===== src/rpn_pkg.sv =====
// Shared types, constants and codes for the reverse Polish evaluator.
// Used by the top level, the controller, the datapath and the divider.
package rpn_pkg;

    localparam int STACK_DEPTH = 32;
    localparam int DATA_W      = 32;
    localparam int CNT_W       = $clog2(STACK_DEPTH + 1);
    localparam int ADDR_W      = $clog2(STACK_DEPTH);
    localparam int DIV_CNT_W   = $clog2(DATA_W + 1);

    localparam logic [7:0] CH_PLUS  = 8'h2B;
    localparam logic [7:0] CH_MINUS = 8'h2D;
    localparam logic [7:0] CH_STAR  = 8'h2A;
    localparam logic [7:0] CH_SLASH = 8'h2F;
    localparam logic [7:0] CH_ZERO  = 8'h30;
    localparam logic [7:0] CH_NINE  = 8'h39;

    typedef enum logic [2:0] {
        ST_OK       = 3'd0,
        ST_FINAL    = 3'd1,
        ST_TOO_LONG = 3'd2,
        ST_FEW      = 3'd3,
        ST_BAD_OP   = 3'd4,
        ST_DIV_ZERO = 3'd5,
        ST_LEFTOVER = 3'd6,
        ST_OVERFLOW = 3'd7
    } t_status;

    typedef struct packed {
        logic load_tok;
        logic eval;
        logic exec;
        logic div_start;
        logic div_load;
        logic commit;
    } t_cmd;

    typedef struct packed {
        logic need_ops;
        logic is_div;
        logic div_zero;
        logic div_done;
        logic out_free;
    } t_sts;

endpackage


===== src/rpn_tok_if.sv =====
// Token channel: valid/ready handshake with the one-character token payload.
// Depends on nothing.
interface rpn_tok_if;
    logic       valid;
    logic       ready;
    logic [7:0] token_byte;
    logic       token_too_long;
    logic       last_token;

    modport source (output valid, output token_byte, output token_too_long,
                    output last_token, input ready);
    modport sink   (input valid, input token_byte, input token_too_long,
                    input last_token, output ready);
endinterface


===== src/rpn_res_if.sv =====
// Result channel: valid/ready handshake with value and status payload.
// Depends on nothing.
interface rpn_res_if;
    logic               valid;
    logic               ready;
    logic signed [31:0] value;
    logic [2:0]         status;

    modport source (output valid, output value, output status, input ready);
    modport sink   (input valid, input value, input status, output ready);
endinterface


===== src/rpn_stack_evaluator_unit.sv =====
// Top level of the reverse Polish evaluator: controller, datapath, channel wiring.
// Depends on rpn_pkg, rpn_tok_if, rpn_res_if, rpn_ctrl and rpn_dp.
//
// Usage:
//   i_tok carries one token per transaction: token_byte, token_too_long and
//   last_token. A digit pushes its value; + - * / pop two operands and push
//   bottom op top, wrapping, division truncating toward zero.
//   o_res returns exactly one transaction per token: status, and on the final
//   token of a well-formed expression the value with status 1.
//   Each token passes accept, classify (EVAL), execute (EXEC) and commit
//   (DONE) before its result is registered; a division adds the radix-2 divider
//   (one quotient bit per cycle over 32 bits) between execute and commit.
//   One token is in flight at a time and a new token is taken the cycle after
//   the previous result is loaded.
//   The result register holds its transaction while o_res.ready is low; the
//   next token is still accepted and computed, then waits until the result
//   register frees up.
//   Reset (i_rst_n low, synchronous) empties the stack and drops any pending
//   result; the stack memory itself is not cleared. An error or the end of
//   an expression empties the stack.
module rpn_stack_evaluator_unit (
    input  logic         i_clk,
    input  logic         i_rst_n,
    rpn_tok_if.sink      i_tok,
    rpn_res_if.source    o_res
);
    rpn_pkg::t_cmd w_cmd;
    rpn_pkg::t_sts w_sts;

    rpn_ctrl u_ctrl (
        .i_clk       (i_clk),
        .i_rst_n     (i_rst_n),
        .i_tok_valid (i_tok.valid),
        .o_tok_ready (i_tok.ready),
        .i_sts       (w_sts),
        .o_cmd       (w_cmd)
    );

    rpn_dp u_dp (
        .i_clk            (i_clk),
        .i_rst_n          (i_rst_n),
        .i_cmd            (w_cmd),
        .o_sts            (w_sts),
        .i_token_byte     (i_tok.token_byte),
        .i_token_too_long (i_tok.token_too_long),
        .i_last_token     (i_tok.last_token),
        .i_out_ready      (o_res.ready),
        .o_out_valid      (o_res.valid),
        .o_value          (o_res.value),
        .o_status         (o_res.status)
    );
endmodule


===== src/rpn_div.sv =====
// Iterative restoring divider on unsigned magnitudes, one quotient bit per cycle.
// Depends on rpn_pkg.
module rpn_div (
    input  logic                         i_clk,
    input  logic                         i_rst_n,
    input  logic                         i_start,
    input  logic [rpn_pkg::DATA_W-1:0]   i_num,
    input  logic [rpn_pkg::DATA_W-1:0]   i_den,
    output logic                         o_done,
    output logic [rpn_pkg::DATA_W-1:0]   o_quo
);
    localparam int W = rpn_pkg::DATA_W;

    logic                                r_busy, n_busy;
    logic                                r_done, n_done;
    logic [rpn_pkg::DIV_CNT_W-1:0]       r_cnt, n_cnt;
    logic [W-1:0]                        r_rem, n_rem;
    logic [W-1:0]                        r_quo, n_quo;
    logic [W-1:0]                        r_den, n_den;
    logic [W:0]                          w_shift;
    logic [W:0]                          w_diff;
    logic                                w_ge;

    assign w_shift = {r_rem, r_quo[W-1]};
    assign w_ge    = w_shift >= {1'b0, r_den};
    assign w_diff  = w_shift - {1'b0, r_den};

    always_comb begin
        n_busy = r_busy;
        n_done = 1'b0;
        n_cnt  = r_cnt;
        n_rem  = r_rem;
        n_quo  = r_quo;
        n_den  = r_den;
        if (i_start) begin
            n_busy = 1'b1;
            n_cnt  = rpn_pkg::DIV_CNT_W'(W);
            n_rem  = '0;
            n_quo  = i_num;
            n_den  = i_den;
        end else if (r_busy) begin
            n_rem = w_ge ? w_diff[W-1:0] : w_shift[W-1:0];
            n_quo = {r_quo[W-2:0], w_ge};
            n_cnt = r_cnt - rpn_pkg::DIV_CNT_W'(1);
            if (r_cnt == rpn_pkg::DIV_CNT_W'(1)) begin
                n_busy = 1'b0;
                n_done = 1'b1;
            end
        end
    end

    always_ff @(posedge i_clk) begin
        if (!i_rst_n) begin
            r_busy <= 1'b0;
            r_done <= 1'b0;
            r_cnt  <= '0;
        end else begin
            r_busy <= n_busy;
            r_done <= n_done;
            r_cnt  <= n_cnt;
        end
        r_rem <= n_rem;
        r_quo <= n_quo;
        r_den <= n_den;
    end

    assign o_done = r_done;
    assign o_quo  = r_quo;
endmodule


===== src/rpn_dp.sv =====
// Datapath: token register, operand stack memory, ALU, divider and result register.
// Depends on rpn_pkg and rpn_div.
module rpn_dp (
    input  logic                 i_clk,
    input  logic                 i_rst_n,
    input  rpn_pkg::t_cmd        i_cmd,
    output rpn_pkg::t_sts        o_sts,
    input  logic [7:0]           i_token_byte,
    input  logic                 i_token_too_long,
    input  logic                 i_last_token,
    input  logic                 i_out_ready,
    output logic                 o_out_valid,
    output logic signed [31:0]   o_value,
    output logic [2:0]           o_status
);
    localparam int W  = rpn_pkg::DATA_W;
    localparam int CW = rpn_pkg::CNT_W;
    localparam int AW = rpn_pkg::ADDR_W;

    logic [W-1:0]      r_mem [rpn_pkg::STACK_DEPTH];
    logic [CW-1:0]     r_cnt, n_cnt;
    logic [7:0]        r_byte;
    logic              r_too_long;
    logic              r_last;
    logic              r_is_op;
    logic              r_is_div;
    logic              r_need_ops;
    rpn_pkg::t_status  r_code;
    logic [W-1:0]      r_res;
    logic [W-1:0]      r_top, r_bot;
    logic              r_out_valid;
    logic [W-1:0]      r_value;
    rpn_pkg::t_status  r_status;

    logic              w_digit, w_known_op, w_full, w_few;
    logic [CW-1:0]     w_cnt_m1, w_cnt_m2, w_cnt_after;
    logic [AW-1:0]     w_wr_addr;
    logic              w_neg, w_div_zero, w_out_free;
    logic [W-1:0]      w_num_mag, w_den_mag, w_quo;
    logic              w_div_done;
    logic [W-1:0]      w_fin_value;
    rpn_pkg::t_status  w_fin_status;

    assign w_digit    = (r_byte >= rpn_pkg::CH_ZERO) && (r_byte <= rpn_pkg::CH_NINE);
    assign w_known_op = (r_byte == rpn_pkg::CH_PLUS) || (r_byte == rpn_pkg::CH_MINUS)
                     || (r_byte == rpn_pkg::CH_STAR) || (r_byte == rpn_pkg::CH_SLASH);
    assign w_full     = r_cnt >= CW'(rpn_pkg::STACK_DEPTH);
    assign w_few      = r_cnt < CW'(2);
    assign w_cnt_m1   = r_cnt - CW'(1);
    assign w_cnt_m2   = r_cnt - CW'(2);
    assign w_cnt_after = r_is_op ? w_cnt_m1 : r_cnt + CW'(1);
    assign w_wr_addr  = r_is_op ? w_cnt_m2[AW-1:0] : r_cnt[AW-1:0];

    assign w_neg      = r_bot[W-1] ^ r_top[W-1];
    assign w_div_zero = r_top == '0;
    assign w_num_mag  = r_bot[W-1] ? W'(0) - r_bot : r_bot;
    assign w_den_mag  = r_top[W-1] ? W'(0) - r_top : r_top;
    assign w_out_free = !r_out_valid || i_out_ready;

    rpn_div u_div (
        .i_clk   (i_clk),
        .i_rst_n (i_rst_n),
        .i_start (i_cmd.div_start),
        .i_num   (w_num_mag),
        .i_den   (w_den_mag),
        .o_done  (w_div_done),
        .o_quo   (w_quo)
    );

    always_comb begin
        n_cnt        = r_cnt;
        w_fin_value  = '0;
        w_fin_status = r_code;
        if (r_code == rpn_pkg::ST_OK) begin
            if (r_last) begin
                n_cnt = '0;
                if (w_cnt_after == CW'(1)) begin
                    w_fin_status = rpn_pkg::ST_FINAL;
                    w_fin_value  = r_res;
                end else begin
                    w_fin_status = rpn_pkg::ST_LEFTOVER;
                end
            end else begin
                n_cnt = w_cnt_after;
            end
        end else begin
            n_cnt = '0;
        end
    end

    always_ff @(posedge i_clk) begin
        if (i_cmd.load_tok) begin
            r_byte     <= i_token_byte;
            r_too_long <= i_token_too_long;
            r_last     <= i_last_token;
        end
        if (i_cmd.eval) begin
            r_is_op    <= !w_digit;
            r_is_div   <= r_byte == rpn_pkg::CH_SLASH;
            r_need_ops <= 1'b0;
            r_res      <= {{(W-8){1'b0}}, r_byte - rpn_pkg::CH_ZERO};
            r_top      <= r_mem[w_cnt_m1[AW-1:0]];
            r_bot      <= r_mem[w_cnt_m2[AW-1:0]];
            if (r_too_long) begin
                r_code <= rpn_pkg::ST_TOO_LONG;
            end else if (w_digit) begin
                r_code <= w_full ? rpn_pkg::ST_OVERFLOW : rpn_pkg::ST_OK;
            end else if (w_few) begin
                r_code <= rpn_pkg::ST_FEW;
            end else if (!w_known_op) begin
                r_code <= rpn_pkg::ST_BAD_OP;
            end else begin
                r_code     <= rpn_pkg::ST_OK;
                r_need_ops <= 1'b1;
            end
        end
        if (i_cmd.exec) begin
            case (r_byte)
                rpn_pkg::CH_PLUS:  r_res <= r_bot + r_top;
                rpn_pkg::CH_MINUS: r_res <= r_bot - r_top;
                rpn_pkg::CH_STAR:  r_res <= W'(r_bot * r_top);
                default: begin
                    if (w_div_zero) begin
                        r_code <= rpn_pkg::ST_DIV_ZERO;
                    end
                end
            endcase
        end
        if (i_cmd.div_load) begin
            r_res <= w_neg ? W'(0) - w_quo : w_quo;
        end
        if (i_cmd.commit) begin
            if (r_code == rpn_pkg::ST_OK) begin
                r_mem[w_wr_addr] <= r_res;
            end
            r_value  <= w_fin_value;
            r_status <= w_fin_status;
        end
    end

    always_ff @(posedge i_clk) begin
        if (!i_rst_n) begin
            r_cnt       <= '0;
            r_out_valid <= 1'b0;
        end else begin
            if (i_cmd.commit) begin
                r_cnt <= n_cnt;
            end
            if (i_cmd.commit) begin
                r_out_valid <= 1'b1;
            end else if (i_out_ready) begin
                r_out_valid <= 1'b0;
            end
        end
    end

    assign o_sts.need_ops = r_need_ops;
    assign o_sts.is_div   = r_is_div;
    assign o_sts.div_zero = w_div_zero;
    assign o_sts.div_done = w_div_done;
    assign o_sts.out_free = w_out_free;

    assign o_out_valid = r_out_valid;
    assign o_value     = r_value;
    assign o_status    = r_status;
endmodule


===== src/rpn_ctrl.sv =====
// Controller: sequences accept, classify, operand read, execute, divide and commit.
// Depends on rpn_pkg.
module rpn_ctrl (
    input  logic           i_clk,
    input  logic           i_rst_n,
    input  logic           i_tok_valid,
    output logic           o_tok_ready,
    input  rpn_pkg::t_sts  i_sts,
    output rpn_pkg::t_cmd  o_cmd
);
    typedef enum logic [4:0] {
        S_IDLE = 5'b00001,
        S_EVAL = 5'b00010,
        S_EXEC = 5'b00100,
        S_DIV  = 5'b01000,
        S_DONE = 5'b10000
    } t_state;

    t_state r_state, n_state;

    always_comb begin
        n_state     = r_state;
        o_cmd       = '0;
        o_tok_ready = 1'b0;
        unique case (r_state)
            S_IDLE: begin
                o_tok_ready = 1'b1;
                if (i_tok_valid) begin
                    o_cmd.load_tok = 1'b1;
                    n_state        = S_EVAL;
                end
            end
            S_EVAL: begin
                o_cmd.eval = 1'b1;
                n_state    = S_EXEC;
            end
            S_EXEC: begin
                if (!i_sts.need_ops) begin
                    n_state = S_DONE;
                end else begin
                    o_cmd.exec = 1'b1;
                    if (i_sts.is_div && !i_sts.div_zero) begin
                        o_cmd.div_start = 1'b1;
                        n_state         = S_DIV;
                    end else begin
                        n_state = S_DONE;
                    end
                end
            end
            S_DIV: begin
                if (i_sts.div_done) begin
                    o_cmd.div_load = 1'b1;
                    n_state        = S_DONE;
                end
            end
            S_DONE: begin
                if (i_sts.out_free) begin
                    o_cmd.commit = 1'b1;
                    n_state      = S_IDLE;
                end
            end
            default: n_state = S_IDLE;
        endcase
    end

    always_ff @(posedge i_clk) begin
        if (!i_rst_n) begin
            r_state <= S_IDLE;
        end else begin
            r_state <= n_state;
        end
    end
endmodule


===== src/flat_wrapper.sv =====
// flat-port wrapper written by rule: the top's interface ports become plain ports
module rpn_stack_evaluator_unit_flat 
  (i_clk, i_rst_n, i_tok_valid, i_tok_token_byte, i_tok_token_too_long, i_tok_last_token, i_tok_ready, o_res_valid, o_res_value, o_res_status, o_res_ready);
  rpn_tok_if i_tok_i ();
  rpn_res_if o_res_i ();
  input  logic i_clk;
  input  logic i_rst_n;
  input wire logic [$bits(i_tok_i.valid)-1:0] i_tok_valid;
  input wire logic [$bits(i_tok_i.token_byte)-1:0] i_tok_token_byte;
  input wire logic [$bits(i_tok_i.token_too_long)-1:0] i_tok_token_too_long;
  input wire logic [$bits(i_tok_i.last_token)-1:0] i_tok_last_token;
  output wire logic [$bits(i_tok_i.ready)-1:0] i_tok_ready;
  output wire logic [$bits(o_res_i.valid)-1:0] o_res_valid;
  output wire logic [$bits(o_res_i.value)-1:0] o_res_value;
  output wire logic [$bits(o_res_i.status)-1:0] o_res_status;
  input wire logic [$bits(o_res_i.ready)-1:0] o_res_ready;
  assign i_tok_i.valid = i_tok_valid;
  assign i_tok_i.token_byte = i_tok_token_byte;
  assign i_tok_i.token_too_long = i_tok_token_too_long;
  assign i_tok_i.last_token = i_tok_last_token;
  assign i_tok_ready = i_tok_i.ready;
  assign o_res_valid = o_res_i.valid;
  assign o_res_value = o_res_i.value;
  assign o_res_status = o_res_i.status;
  assign o_res_i.ready = o_res_ready;
  rpn_stack_evaluator_unit u_core (.i_clk(i_clk), .i_rst_n(i_rst_n), .i_tok(i_tok_i), .o_res(o_res_i));
endmodule

===== config.mk =====
export PLATFORM = sky130hd
export DESIGN_NAME = rpn_stack_evaluator_unit_flat
export DESIGN_NICKNAME = d
export VERILOG_FILES = /design/src/rpn_pkg.sv /design/src/rpn_tok_if.sv /design/src/rpn_res_if.sv /design/src/rpn_stack_evaluator_unit.sv /design/src/rpn_div.sv /design/src/rpn_dp.sv /design/src/rpn_ctrl.sv /design/src/flat_wrapper.sv
export SDC_FILE = /design/constraint.sdc
export NUM_CORES = 2
export LEC_CHECK = 0
export ABC_AREA = 1
export BUFFER_PORTS_ARGS = -buffer_cell sky130_fd_sc_hd__buf_2
export CAP_MARGIN = 25
export CORE_MARGIN = 2
export CORE_UTILIZATION = 56
export CTS_BUF_LIST = sky130_fd_sc_hd__clkbuf_2 sky130_fd_sc_hd__clkbuf_4 sky130_fd_sc_hd__clkbuf_8
export DETAILED_ROUTE_END_ITERATION = 10
export MAX_ROUTING_LAYER = met4
export PLACE_DENSITY_LB_ADDON = 0.25
export SYNTH_ARGS = -nofsm -noshare
export SYNTH_HDL_FRONTEND = slang
export SYNTH_HIERARCHICAL = 1
export SYNTH_SLANG_ARGS = --single-unit

===== constraint.sdc =====
create_clock -name i_clk -period 6.9 [get_ports i_clk]
set_input_delay 0.69 -clock i_clk [delete_from_list [all_inputs] [get_ports i_clk]]
set_output_delay 0.69 -clock i_clk [all_outputs]
set_load 0.01 [all_outputs]

# == Word-level counts from Yosys, hierarchy flattened ==
# Memory sizes are Yosys's and may differ from the RTL's. A register that Yosys moved wholly into a read port is not among the register bits.
# Index checks and enable logic that the tools add are counted.
# word_totals
reg_bits,199
ramBits,1024
input_bits,14
output_inout_bits,37
elab_cells,130
n_memories,1
# op_classes
addsub,11
mul,1
order_cmp,5
n_eq_ne,14
muxes,55
bitwise_logic,3
reduce_logical,19
# mem_list
memory,depth,word_bits,read_ports,rd_ports_with_merged_regs,wr,line,source
u_core.u_dp.r_mem,32,32,2,2,1,rpn_dp.sv:20,logic [W-1:0] r_mem [rpn_pkg::STACK_DEPTH];
# op_table
operator,n
$mux W32,8
$pmux W32 S3,1
$sub A1 B32 Y32 const A,3
$sub A32 B32 Y32,2
$mux W3,12
$ge A33 B32 Y1,1
$add A32 B32 Y32,1
$eq A8 B6 Y1 const B,4
$logic_not A32 Y1,1
$mul A32 B32 Y32,1
$mux W31,1
$mux W5,6
$mux W6,5
$pmux W5 S5,1
$mux W1,19
$eq A6 B1 Y1 const B,2
$sub A6 B1 Y6 const B,2
$reduce_or A3 Y1,3
$ge A8 B6 Y1 const B,1
$le A8 B6 Y1 const B,1
$sub A8 B6 Y8 const B,1
$add A6 B1 Y6 const B,1
$ge A6 B6 Y1 const B,1
$lt A6 B2 Y1 const B,1
17 further kinds,29

# == Longest topological paths before layout ==
# logic_depth
depth_word,12
mapped_depth,35
depth_no_buf,33

# == By module ==
# Netlist, hierarchy kept.
# modules_own_cells
mod,n_inst,cells_each,area_per_inst_um2,seq_area_each_um2
rpn_dp,1,8261,75793.9,34953.5
rpn_div,1,1000,6919.1,2722.6
rpn_ctrl,1,49,315.3,100.1

# == Least setup slack after synthesis ==
# Ideal clock, no wire load.
# synth_path
kind,register -> register
start,"reg u_core.u_dp.r_top[0], read port of u_core.u_dp.r_mem"
end,"reg u_core.u_dp.u_div.r_quo[0], in the netlist u_core/u_dp/u_div/o_quo[0], enable pin"
setup_ns,0.410
arrival_ns,6.796
required_ns,6.490
path_slack_ns,-0.305
stages_incl_launch_ff,19
path_buffers,5
period_less_slack_ns,7.205
cell_sequence,edfxtp_1 buf_2 buf_1 inv_1 ha_1 nand4_1 nor3_2 nand4_1 nor2_1 nand2_1 nor4_1 nand4_1 nor4_1 buf_4 nor4_1 clkbuf_1 nor2_1 inv_1 clkbuf_1
# synth_rtl
element,line,source
start: declaration,rpn_dp.sv:30,"logic [W-1:0] r_top, r_bot;"
end signal: assignment,rpn_div.sv:63,r_quo <= n_quo;
end: declaration,rpn_div.sv:18,"logic [W-1:0] r_quo, n_quo;"

# == Worst setup path after layout ==
# layout_path
start,"reg u_core.u_dp.r_top[3], read port of u_core.u_dp.r_mem"
end,reg u_core.u_dp.r_res[27]
# layout_between
elab_chain_cells,4
word_cells_on_any_way,6
classes_between,add/sub: 2; mul: 1; mux: 3
# layout_rtl
element,line,source
"$mul A32 B32 Y32, or another cell as far along",rpn_dp.sv:121,rpn_pkg::CH_STAR: r_res <= W'(r_bot * r_top);
$pmux W32 S3 *,rpn_dp.sv:118,case (r_byte)
$mux W32 *,rpn_dp.sv:117,if (i_cmd.exec) begin
$mux W32 *,rpn_dp.sv:129,if (i_cmd.div_load) begin
end signal: assignment,rpn_dp.sv:119,rpn_pkg::CH_PLUS: r_res <= r_bot + r_top;
end signal: assignment,rpn_dp.sv:121,
end signal: assignment,rpn_dp.sv:130,r_res <= w_neg ? W'(0) - w_quo : w_quo;
end: declaration,rpn_dp.sv:29,logic [W-1:0] r_res;
# Mark *: on every way between the ends. The rest lies on a longest branch, timed or not.
# A chain may end at the register's enable or synchronous reset.

==> qor.txt <==
Num CTS Buffers: 208
Async S/R FF share, synth: 0%
Commonest non-fill, non-tap cell in the layout: nand2_1
H-tree Lvls: 4
Final hold vios: 0
Post-synth EDFFs: 1200
Total Power: 0.0280 W
Met1 WL: 104 mm
Starting density of the core: 56.3%
Area of the core: 0.147 sq mm
Max Clk Rate: 147 MHz
Reg-to-reg setup timing slack: 0.11 ns
Antenna-violating nets left: 0
Slowest stage delay, CP: 0.55 ns
Iteration-0 DRC Markers: 10849
Area Growth Syn to Fin: 10.1%
Terminus of the critical flop-to-flop path: u_core/u_dp/r_res[27]
DRC viols: 0
Period Utilization, post-route: 98.4%
Multi-input logic area: 0.0390 sq mm
Via count: 72602
Die Y: 389 um
Final-report max-slew violation count: 0
WL met2: 133 mm
Req. time, crit path: 7.68 ns
Net Count, Synth: 9935
Reg2Reg Depth: 28
NumNets Final: 9904
# port buffers: 50
Sequential fraction of the synthesis area: 45.5%
Io pins: 51
Mapped cell area: 0.0830 sq mm
Largest net degree at the start of global routing: 209
Total routed wirelength: 292 mm
Most frequent cells in the layout: nand2_1, nor2_1, o21ai_0
Peak supply drop: 0.895 mV
PnR worst setup slack: 0.107 ns
First-pass GRT wire length: 428 mm
Post-Synthesis Cells: 9310
Clk Latency, worst-skew pair: 1.01 ns
Total GRT Usage: 39.0%
Vias in the first global route: 69937
Top routing layer used: met4
Deepest clock path buffer count: 3
Worst setup endpoint: u_core/u_dp/r_res[27]
Slew Limit Headroom: 7.45%
Crit path from: u_core/u_dp/r_top[3]
Critical path arrival: 7.57 ns
Power Dens Cells: 306 mW/mm^2
Clock root buffer: clkbuf_8
Gpl congestion: 1.01
Min cycle time layout: 6.79 ns
Avg WL per Cell: 25.6 um
CP Launch Type: flip-flop
Storage cell area: 0.0378 sq mm
LEAKAGE: 36.8 nW
Fin Setup TNS: 0 ns
Initial DRT Pass Iterations: 9
CP Class: reg2reg
DP HPWL: 188 mm
Post-Syn Area per Cell: 8.92 sq um
Die Wd: 389 um
Setup WS pre-CTS: -0.0671 ns
Crit Path Max Fanout: 9
Share of layout cells above drive strength 1: 9.51%
Max Cap Violations: 0
Critical R2R Launch: u_core/u_dp/r_top[3]
CP most frequent cell: fa_1
DIE AREA: 0.151 sq mm
Slew of the pin with the lowest slew margin: 1.39 ns
Fillers: 12201
Synth warnings: 6
CTS tree: built
Clock skew: 0.109 ns
Synth Flop Type: edfxtp_1
Outcome: finished, final reports clean
Grt ovf: 0
Antenna violations before repair: 16
Unrepaired setup endpoints after global routing: yes
Setup-failing EPs final: 0
CP Capture Type: flip-flop
CTS Sinks: 1287
Metal3 WL: 35.3 mm
Clk pin slew, worst setup/hold paths: 0.07 ns
Worst path slowest cell: fa_1
Row count: 141
Synthesized flop and latch total: 1287
Worst hold-check slack: 0.0592 ns
Hold Path Class: in2reg
Vias per std cell: 6.38
Yosys cell types: 65
==> logic make-up after synthesis <==
logic type / count (synthesis) / synth area share (%)
AOI/OAI and AO/OA: 2208 / 15.9
xor gates and xnor gates: 101 / 1.08
adders and majority gates: 611 / 12.9
buffers and inverters: 1781 / 8.26
DFF: 1287 / 45.5
and+or+nand+nor: 3322 / 16.3
==> through the flow <==
step	instances	util [%]	instance area [sq um]
after CTS	11354	61.7	90900
after global routing	11383	62.0	91400
after detailed placement	10969	58.6	86500
after global placement	10959	58.5	86300
final	11385	62.0	91500
after floorplan	9310	-	83000
==> state kept, by name, summed over array words and instances (netlist names), 3 cells and up <==
register,flops
u_core/u_dp/r_mem,1024
u_core/u_dp/o_value,32
u_core/u_dp/r_bot,32
u_core/u_dp/r_res,32
u_core/u_dp/r_top,32
u_core/u_dp/u_div/o_quo,32
u_core/u_dp/u_div/r_den,32
u_core/u_dp/u_div/r_rem,32
u_core/u_dp/r_byte,8
u_core/u_dp/r_cnt,6
u_core/u_dp/u_div/r_cnt,6
u_core/u_ctrl/r_state,5
u_core/u_dp/o_status,3
u_core/u_dp/r_code,3
==> what timing repair did <==
item | in CTS | in global routing
setup buffers | 1 | 16
hold endpoints to repair | 11 | 0
endpoints found under the setup margin | 11 | 16
pin swaps | 0 | 12
hold buffers | 11 | 0
gates resized for setup | 2 | 68
==> where the power goes <==
group,switching (W),leakage [nW],internal [W]
sequential,0.000155,10.4,0.00894
combinational,0.00674,24.1,0.00515
clock,0.00329,2.25,0.00371
==> critical path, delay by kind of cell (launching register included) <==
family	cells	cell delay, ns
AOI/OAI and AO/OA	5	0.65
xor gates and xnor gates	1	0.18
buffers and inverters	7	0.55
adders and majority gates	9	4.31
DFF	1	0.41
and+or+nand+nor	6	0.48
==> per-layer routing <==
metal	track usage (%)	vias up
met5	-	-
met4	23.8	0
met3	8.45	1166
met2	59.6	5098
met1	47.4	34661
li1	-	31677
==> how the worst min path moves through the flow <==
| stage | start | to | cells past startpoint |
|---|---|---|---|
| floorplan | u_core/u_dp/u_div/r_rem[13] | u_core/u_dp/u_div/r_rem[13] | 2 |
| global placement | u_core/u_dp/u_div/r_rem[22] | u_core/u_dp/u_div/r_rem[22] | 2 |
| detailed placement | u_core/u_dp/u_div/r_rem[21] | u_core/u_dp/u_div/r_rem[21] | 2 |
| CTS | i_rst_n | u_core/u_dp/r_cnt[0] | 3 |
| global route | i_rst_n | u_core/u_dp/r_cnt[0] | 3 |
| finish | i_rst_n | u_core/u_dp/r_cnt[0] | 3 |
==> layout make-up <==
type / count / share of cell area, %
antenna: 13 / 0.0356
clock buffer: 258 / 3.56
clock inverter: 115 / 1.17
inverter: 1144 / 4.73
multi-input combinational: 6242 / 42.6
sequential: 1287 / 41.3
tap: 1930 / 2.64
timing repair buffer: 396 / 3.89
==> cell usage after synthesis, types with 12 or more instances <==
| cell | count | area [sq um] |
|---|---|---|
| a21oi_1 | 184 | 921 |
| dfxtp_1 | 87 | 1740 |
| clkbuf_1 | 493 | 1850 |
| or2_2 | 21 | 131 |
| o221ai_1 | 384 | 3360 |
| ha_1 | 201 | 2510 |
| buf_1 | 59 | 221 |
| nand3_1 | 316 | 1580 |
| a32oi_1 | 65 | 569 |
| nand4_1 | 36 | 225 |
| o21ai_1 | 19 | 95.1 |
| buf_2 | 68 | 340 |
| nor4_1 | 18 | 113 |
| xnor2_1 | 48 | 420 |
| o21ai_0 | 1274 | 6380 |
| inv_1 | 1126 | 4230 |
| inv_2 | 14 | 52.6 |
| nand3_2 | 12 | 120 |
| a31oi_1 | 72 | 450 |
| o21bai_1 | 13 | 97.6 |
| nand3b_1 | 25 | 188 |
| nand2_1 | 1390 | 5220 |
| fa_1 | 410 | 8210 |
| xor2_1 | 51 | 447 |
| nor2_1 | 1410 | 5290 |
| nor3_1 | 38 | 190 |
| a22oi_1 | 13 | 97.6 |
| edfxtp_1 | 1200 | 36000 |
| o22ai_1 | 141 | 882 |
Note: power is estimated with default switching activity, not from simulation.
